==> config.mk <==
export PLATFORM = sky130hd
export DESIGN_NAME = ttiu_ctrl
export DESIGN_NICKNAME = d
export VERILOG_FILES = /design/src/rtl/ttiu_pkg.sv /design/src/rtl/ttiu_ctrl.sv
export SDC_FILE = /design/constraint.sdc
export NUM_CORES = 1
export LEC_CHECK = 0
export ABC_CLOCK_PERIOD_IN_PS = 1790
export BUFFER_PORTS_ARGS = -buffer_cell sky130_fd_sc_hd__buf_2
export CORE_MARGIN = 5
export CORE_UTILIZATION = 25
export CTS_BUF_LIST = sky130_fd_sc_hd__clkbuf_2
export CTS_CLUSTER_DIAMETER = 50
export CTS_CLUSTER_SIZE = 8
export DETAILED_ROUTE_END_ITERATION = 10
export SKIP_LAST_GASP = 1
export SYNTH_ARGS = -nofsm -noshare
export SYNTH_HDL_FRONTEND = slang
export SYNTH_SLANG_ARGS = --single-unit
==> constraint.sdc <==
create_clock -name clk -period 1.79 [get_ports clk]
set_input_delay 0.358 -clock clk [delete_from_list [all_inputs] [get_ports clk]]
set_output_delay 0.358 -clock clk [all_outputs]
set_load 0.005 [all_outputs]
==> src/rtl/ttiu_pkg.sv <==
// Shared types, constants and codes for the trilinear table interpolation unit.
// Used by ttiu_ctrl, ttiu_dp and the top level; depends on nothing else.
package ttiu_pkg;

  localparam int MAX_TEMP_BINS  = 64;
  localparam int MAX_GRAV_BINS  = 16;
  localparam int MAX_METAL_BINS = 16;
  localparam int FRAC_BITS      = 8;

  localparam int TW  = $clog2(MAX_TEMP_BINS);
  localparam int GW  = $clog2(MAX_GRAV_BINS);
  localparam int ZW  = $clog2(MAX_METAL_BINS);
  localparam int TBW = 7;
  localparam int GBW = 5;
  localparam int ZBW = 5;

  localparam int TBL_AW    = TW + GW + ZW;
  localparam int TBL_DEPTH = 1 << TBL_AW;

  localparam int CNT_W  = (TW > 4) ? TW : 4;
  localparam int FRAC_W = FRAC_BITS + 1;
  localparam int QUO_W  = FRAC_BITS + 2;

  localparam logic signed [31:0] ONE = 32'(1 << FRAC_BITS);

  localparam int CORNERS      = 8;
  localparam int LERP_T_STEPS = 4;
  localparam int LERP_G_STEPS = 2;
  localparam int LERP_STEPS   = 7;

  localparam logic [2:0] OP_TEMP_AXIS  = 3'd0;
  localparam logic [2:0] OP_GRAV_AXIS  = 3'd1;
  localparam logic [2:0] OP_METAL_AXIS = 3'd2;
  localparam logic [2:0] OP_Q0_ENTRY   = 3'd3;
  localparam logic [2:0] OP_Q1_ENTRY   = 3'd4;
  localparam logic [2:0] OP_QUERY      = 3'd5;

  localparam logic [2:0] STAT_OK        = 3'd0;
  localparam logic [2:0] STAT_TEMP_OUT  = 3'd1;
  localparam logic [2:0] STAT_GRAV_OUT  = 3'd2;
  localparam logic [2:0] STAT_METAL_OUT = 3'd3;
  localparam logic [2:0] STAT_UNSAMPLED = 3'd4;

  localparam logic [1:0] CFG_TEMP_BINS   = 2'd0;
  localparam logic [1:0] CFG_GRAV_BINS   = 2'd1;
  localparam logic [1:0] CFG_METAL_BINS  = 2'd2;
  localparam logic [1:0] CFG_METAL_SCALE = 2'd3;

  typedef struct packed {
    logic [2:0]         op;
    logic [TW-1:0]      index_t;
    logic [GW-1:0]      index_g;
    logic [ZW-1:0]      index_z;
    logic signed [31:0] write_value;
    logic signed [31:0] query_temp;
    logic signed [31:0] query_gravity;
    logic signed [31:0] query_metal;
  } in_item_t;

  typedef struct packed {
    logic [2:0]         status;
    logic signed [31:0] q0_rate;
    logic signed [31:0] q1_rate;
  } out_item_t;

  typedef enum logic [3:0] {
    S_IDLE, S_MUL, S_SAT, S_SCAN, S_SDRAIN, S_DIV_INIT, S_DIV,
    S_CORNER, S_CDRAIN, S_LERP, S_OUT
  } fsm_state_t;

  typedef enum logic [1:0] {LERP_NONE, LERP_T, LERP_G, LERP_Z} lerp_op_t;

  typedef struct packed {
    logic             write;
    logic             capture;
    logic             mul;
    logic             sat;
    logic             scan_rd;
    logic             div_init;
    logic             div_step;
    logic             corner_rd;
    lerp_op_t         lerp;
    logic             load_out;
    logic [CNT_W-1:0] idx;
  } dp_cmd_t;

  typedef struct packed {
    logic [CNT_W-1:0] scan_last;
    logic             out_free;
  } dp_stat_t;

endpackage

==> src/rtl/ttiu_ctrl.sv <==
// Sequencer for the interpolation unit: steps a query through scaling, axis scan,
// division, corner reads and interpolation. Depends on ttiu_pkg.
module ttiu_ctrl (
  input  logic               clk,
  input  logic               rst_n,
  input  logic               in_fire,
  input  logic [2:0]         in_op,
  output logic               in_ready,
  input  ttiu_pkg::dp_stat_t st,
  output ttiu_pkg::dp_cmd_t  cmd
);
  import ttiu_pkg::*;

  fsm_state_t       state_r, state_nxt;
  logic [CNT_W-1:0] cnt_r, cnt_nxt;

  always_ff @(posedge clk) begin
    if (!rst_n) begin
      state_r <= S_IDLE;
      cnt_r   <= '0;
    end else begin
      state_r <= state_nxt;
      cnt_r   <= cnt_nxt;
    end
  end

  always_comb begin
    state_nxt = state_r;
    cnt_nxt   = cnt_r;
    unique case (state_r)
      S_IDLE: begin
        cnt_nxt = '0;
        if (in_fire && in_op == OP_QUERY) state_nxt = S_MUL;
      end
      S_MUL: state_nxt = S_SAT;
      S_SAT: state_nxt = S_SCAN;
      S_SCAN: begin
        if (cnt_r == st.scan_last) begin
          state_nxt = S_SDRAIN;
          cnt_nxt   = '0;
        end else begin
          cnt_nxt = cnt_r + 1'b1;
        end
      end
      S_SDRAIN:   state_nxt = S_DIV_INIT;
      S_DIV_INIT: state_nxt = S_DIV;
      S_DIV: begin
        if (cnt_r == CNT_W'(QUO_W - 1)) begin
          state_nxt = S_CORNER;
          cnt_nxt   = '0;
        end else begin
          cnt_nxt = cnt_r + 1'b1;
        end
      end
      S_CORNER: begin
        if (cnt_r == CNT_W'(CORNERS - 1)) begin
          state_nxt = S_CDRAIN;
          cnt_nxt   = '0;
        end else begin
          cnt_nxt = cnt_r + 1'b1;
        end
      end
      S_CDRAIN: state_nxt = S_LERP;
      S_LERP: begin
        if (cnt_r == CNT_W'(LERP_STEPS - 1)) begin
          state_nxt = S_OUT;
          cnt_nxt   = '0;
        end else begin
          cnt_nxt = cnt_r + 1'b1;
        end
      end
      S_OUT: if (st.out_free) state_nxt = S_IDLE;
      default: state_nxt = S_IDLE;
    endcase
  end

  always_comb begin
    in_ready = 1'b0;
    cmd      = '0;
    cmd.lerp = LERP_NONE;
    cmd.idx  = cnt_r;
    unique case (state_r)
      S_IDLE: begin
        in_ready    = 1'b1;
        cmd.write   = in_fire;
        cmd.capture = in_fire && in_op == OP_QUERY;
      end
      S_MUL:      cmd.mul = 1'b1;
      S_SAT:      cmd.sat = 1'b1;
      S_SCAN:     cmd.scan_rd = 1'b1;
      S_SDRAIN:   ;
      S_DIV_INIT: cmd.div_init = 1'b1;
      S_DIV:      cmd.div_step = 1'b1;
      S_CORNER:   cmd.corner_rd = 1'b1;
      S_CDRAIN:   ;
      S_LERP: begin
        if (cnt_r < CNT_W'(LERP_T_STEPS))                     cmd.lerp = LERP_T;
        else if (cnt_r < CNT_W'(LERP_T_STEPS + LERP_G_STEPS)) cmd.lerp = LERP_G;
        else                                                  cmd.lerp = LERP_Z;
      end
      S_OUT: cmd.load_out = st.out_free;
      default: ;
    endcase
  end

  a_scan_bound: assert property (@(posedge clk) disable iff (!rst_n)
    (state_r == S_SCAN) |-> (cnt_r <= st.scan_last))
    else $error("scan index ran past the last axis point");

  a_load_free: assert property (@(posedge clk) disable iff (!rst_n)
    cmd.load_out |-> st.out_free)
    else $error("result loaded while the output register was still full");

  a_query_start: assert property (@(posedge clk) disable iff (!rst_n)
    (in_fire && in_op == OP_QUERY) |=> (state_r == S_MUL))
    else $error("accepted query did not start the sequence");

  a_out_done: assert property (@(posedge clk) disable iff (!rst_n)
    (state_r == S_OUT && st.out_free) |=> (state_r == S_IDLE))
    else $error("sequencer did not return to idle after loading a result");

endmodule

# Yosys cells after proc, flatten, opt, wreduce, memory -nomap -nowiden
# Index checks and enable logic that the tools add are counted.
[classes] addsub=1 multipliers=0 n_div=0 order_cmp=2 n_eq_ne=21 n_shift=0 muxes=24 n_bitwise=0 reduce_logical=4
[op_table] op="4-bit case mux with 11 select lines" n=1
[op_table] op="6-bit case mux with 5 select lines" n=1
[op_table] op="4-bit 2-to-1 mux" n=6
[op_table] op="6-bit 2-to-1 mux" n=4
[op_table] op="4-bit by 3-bit == test with 1-bit output (second input constant)" n=4
[op_table] op="4-bit == test (second input constant)" n=3
[op_table] op="6-bit by 3-bit == test with 1-bit output (second input constant)" n=2
[op_table] op="6-bit by 3-bit < comparator with 1-bit output (second input constant)" n=2
[op_table] op="2-bit inequality test (second input constant)" n=6
[op_table] op="1-bit 2-to-1 mux" n=9
[op_table] op="4-bit by 2-bit == test with 1-bit output (second input constant)" n=2
[op_table] op="6-bit by 1-bit adder with 6-bit output (second input constant)" n=1
[op_table] op="6-bit by 4-bit == test with 1-bit output (second input constant)" n=1
[op_table] op="6-bit == test" n=1
[op_table] op="2-bit 2-to-1 mux" n=3
[op_table] op="6-bit AND reduction" n=1
[op_table] op="5-bit nonzero test" n=1
[op_table] op="4-bit by 1-bit == test with 1-bit output (second input constant)" n=1
[op_table] op="4-bit zero test" n=1
[op_table] op="3-bit == test (second input constant)" n=1
[op_table] op="1-bit logical AND" n=1
[totals] reg_bits=10 latchBits=0 mem_bits_rw=0 mem_bits_ro=0 out_inout_bits=18 word_cells=54 mem_count=0

# Logic depth before layout (Yosys ltp)
[depth] word_depth=4 ltp_mapped=7 depth_no_buf=6

# Worst setup path after synthesis
# No wires, ideal clock.
[synth_timing] path_kind="register to register" from="register cnt_r[3]" to="register cnt_r[4]" setup_time_ns=0.117 arrival_ns=1.531 slack_ns=0.141 stages_incl_launch_ff=8 n_path_buf=2 period_less_slack_ns=1.649 path_cell_list="dfxtp_1 > buf_6 > xor2_1 > o41ai_2 > and3_4 > buf_6 > nand2_1 > a32o_1"
[synth_via] elab_chain_cells=3 word_cells_on_any_way=10 classes_between="add/sub: 1; eq/ne: 4; mux: 5"
[synth_lines] item="from (decl)" line="ttiu_ctrl.sv:15" text="logic [CNT_W-1:0] cnt_r, cnt_nxt;"
[synth_lines] item="from (signal assigned)" line="ttiu_ctrl.sv:23" text="cnt_r <= cnt_nxt;"
[synth_lines] item="6-bit by 1-bit adder with 6-bit output (tied with other cells)"
[synth_lines] item="6-bit 2-to-1 mux, on equally long branches"
[synth_lines] item="6-bit case mux with 5 select lines (*)" line="ttiu_ctrl.sv:30" text="unique case (state_r)"
# Mark *: on every way between the ends. The rest lies on a longest branch, timed or not.
# A chain may end at the register's enable or synchronous reset.

==> metrics list <==
* Outcome: complete, no violations
- Critical path class: flip-flop to output port
- Post-synth top area cell: sky130_fd_sc_hd__dfxtp_1
- Dividing the final minimum period by the clock period gives 0.953.
- Floorplan Core Area: 3630 um^2
- VDD IR max: 0.320 mV
* Number of diodes: 0
- Horizontal extent of the die: 70.8 um
* Vias in the first global route: 902
* Worst hold slack: 0.417 ns
* Average cell area after synthesis: 7.90 um^2
- The worst setup path is launched from a flip-flop.
* Count of TritonRoute iterations in the first routing pass: 4
* Net load switching power: 0.000404 W
- Number of buffers and inverters on the critical path: 2
* Antenna violations before repair: 0
* Least setup slack across all paths after layout: 0.0843 ns
- Cell breakdown of the critical path: buf_4 > nor4_4 > and4_1 > buf_2
* Hold_sp: rst_n
- For this run, the slowest stage of the critical path takes 0.35 ns.
* Number of buffers inserted by post-CTS setup repair: 0
- Measured along the y axis, the die boundary spans 70.8 um.
* NumNets Final: 170
- Synth-to-Final Area Change: 29.5%
- Max FO, Critical Path: 8
- The commonest cells after synthesis are sky130_fd_sc_hd__nor2_1, sky130_fd_sc_hd__dfxtp_1, sky130_fd_sc_hd__a21oi_1, sky130_fd_sc_hd__nand2_1, sky130_fd_sc_hd__xor2_1.
* Insertion delay to the later sink of the worst-skew pair: 0.25 ns
- In this run the power density over the cells is 808 nW/um^2.
- sky130_fd_sc_hd__nor2_1 is the most common cell in the netlist.
* Final number of hold-violating endpoints: 0
* Cell class contributing the biggest share of worst-path delay: simple AND/OR/NAND/NOR gates
- Setup violations remaining at the end of the flow were counted as 0.
- For this run, the top clock speed supported by timing is 586 MHz.
- Of the post-synthesis cell area, the dominant cell type holds 0.217.
- The tool flagged a number of max-cap violations equal to 0.
- Worst hold path stage count: 2
- After floorplanning, the core was divided into 22 placement rows.
* Clock tree from TritonCTS: built
- In the final routed layout, each cell accounts on average for 12.1 um.
- Setup TNS Final: 0 ns
* Leakage: 0.554 nW
* Count of different cell masters after synthesis: 47
- The startpoint identified for the worst register-to-register timing path is cnt_r[5].
- The number of slew-limit violations in the final report is 0.
- The worst pin sits at a relative slew slack of 0.772.
* Total internal power: 0.000563 W
* Net switching fraction of the power: 0.417
- For the worst setup path, the data required time is 1.43 ns.
* Warnings, synthesis: 0
* Setup skew after layout: 0.00609 ns
* Synthesized flop and latch total: 10
* FF-to-FF End: cnt_r[5]
- Counting flops with an async set or reset pin after synthesis yields a share of 0.
* Via density per instance: 4.74
- For this design, the CTS-stage hold fixing added 0 buffers.
- For this run, the leading register cell type out of synthesis is sky130_fd_sc_hd__dfxtp_1.
* Actual transition at the worst max-transition pin: 0.342 ns
* Final HPWL DP: 1.95 mm
- Area of the die: 5010 um^2
- Reg-to-reg setup timing slack: 0.09 ns
- Clock tree synthesis selected as its root buffer the cell sky130_fd_sc_hd__clkbuf_2.
- For this run, the register share of the synthesized area comes to 0.217.
- Of the total power, combinational logic draws 0.560.
- The first global-routing pass estimated 4.12 mm of wire.
- Count of clock tree sinks: 10
* Drt drc: 0
- Layout Cells excl Fill: 201
* # port buffers: 30
* Origin of the worst setup path: state_r[2]
* Slowest library cell on the worst path: sky130_fd_sc_hd__dfxtp_1
- Data arrival, critical path: 1.35 ns
* Cell depth of the worst flop-to-flop path: 5
* CTS Buffer Depth: 2
- In this run, the number of DRC markers left after iteration 0 of detailed routing was 38.
- Mapped Cells: 117
- By area the synthesized netlist is led by sky130_fd_sc_hd__dfxtp_1, sky130_fd_sc_hd__xor2_1, sky130_fd_sc_hd__nor2_1.
- Maximum level of the CTS H-tree: 1
* Post-detailed-routing wire length: 2.44 mm
- Worst Setup Slack post-DPL: 0.00520 ns
- Worst hold endpoint: cnt_r[1]
- Total power: 0.000967 W
- RSZ-0062 raised after global routing: yes
* Total Routing Usage GR: 0.100
- TritonCTS buffer count: 3
- Clock period minus worst slack: 1.71 ns
- Final Wtd Congestion: 0.790
- The count of nets left with antenna violations once routing finished came out at 0.
- Summed over all layers, the global routing overflow is 0.
- Counting tap cells, the placed design contains a total of 198 instances.
- For this configuration, the core starts out at a cell density of 0.254.
* Worst hold-check path type: input port to flip-flop
- Of the cells placed in the final design, the portion with a size suffix greater than 1 is 0.386.
- Power share of the sequential group: 0.311
- Largest net degree at the start of global routing: 15
* Detailed-route via count: 952
- For this design the top-level I/O count stands at 31.
- Number of synthesized flops with an enable pin: 0
- Clock Power Share: 0.128
* Post-CTS clock slew at the launch and capture registers of the worst setup and hold paths: 0.10 ns
- Summing every instance area after synthesis gives 925 um^2.
- STA classifies the critical path endpoint as an output port.
- The number of nets handed over by synthesis was 132.
==> worst max-delay path by stage <==
stage | end | slack (ns) | depth (start not counted)
after floorplan | cnt_r[4] | 0.14 | 7
after global placement | cnt_r[5] | 0.06 | 6
after detailed placement | cnt_r[5] | 0.005 | 6
after CTS | cmd[15] | 0.03 | 4
after global routing | cnt_r[5] | -0.03 | 5
final | cmd[15] | 0.08 | 4
==> stage by stage <==
stage | utilization | area [um^2]
4_1_cts | 0.326 | 1180
6_report | 0.330 | 1200
3_5_place_dp | 0.320 | 1160
2_1_floorplan | - | 925
5_1_grt | 0.330 | 1200
3_3_place_gp | 0.320 | 1160
==> worst reg2reg max path: stages, from the launching register on <==
cell and delay (ns):
sky130_fd_sc_hd__dfxtp_1 0.36, sky130_fd_sc_hd__xor2_1 0.18, sky130_fd_sc_hd__o41ai_2 0.36, sky130_fd_sc_hd__and3_4 0.34, sky130_fd_sc_hd__a2111oi_2 0.09, sky130_fd_sc_hd__a211o_1 0.27
==> flip-flops by register name, indices dropped and copies added (netlist names) <==
name     flops
state_r      4
cnt_r        6
==> routing by layer <==
| layer | global-route usage | share of wire |
|---|---|---|
| met5 | 0 | 0 |
| met4 | 0.0376 | 0.0066 |
| met3 | 0.0313 | 0.062 |
| met2 | 0.159 | 0.46 |
| met1 | 0.127 | 0.47 |
==> cell families (layout without fill, tap and decap cells) <==
group                    after synthesis  count (layout)  share of synthesized area
AND/OR/NAND/NOR                       49              49                      0.303
buffers and inverters                 15              51                     0.0947
flip-flops                            10              10                      0.217
AO/OA/AOI/OAI                         33              33                      0.283
adder cells (fa/ha/maj)                2               2                     0.0271
XOR/XNOR                               8               8                     0.0758
==> cells in the final DEF (no fill, tap or decap), drive strengths merged, types with 2 or more instances in the layout <==
cell,count
buf,43
nor2,13
dfxtp,10
nand2,7
a21oi,7
xor2,6
nand2b,5
inv,5
and2,5
nor3,4
o21ai,4
nor2b,3
nand3,3
clkbuf,3
a21boi,3
a311oi,3
and4,2
xnor2,2
a31oi,2
o21a,2
ha,2
and4bb,2
==> final cells by class <==
type,instances,area [um^2]
fillers,410,2440
multi-input cells,92,652
repair buffers,43,248
flip-flops and latches,10,204
well taps,48,60.1
inverters,5,18.8
clock buffers,3,15.0
==> what timing repair did <==
| item | CTS | global route |
|---|---|---|
| resized for setup | 1 | 4 |
| endpoints found under the setup margin | 1 | 6 |
| cloned | 0 | 0 |
==> power by group through the flow <==
stage               Sequential [W]  Combinational (W)  Clock, W
global route              0.000308           0.000603  0.000137
floorplan                 0.000283           0.000365         0
CTS                       0.000298           0.000528  0.000127
detailed placement        0.000303           0.000518         0
global placement          0.000303           0.000519         0
finish                    0.000301           0.000542  0.000124
Power figures use the tool's default switching activity.
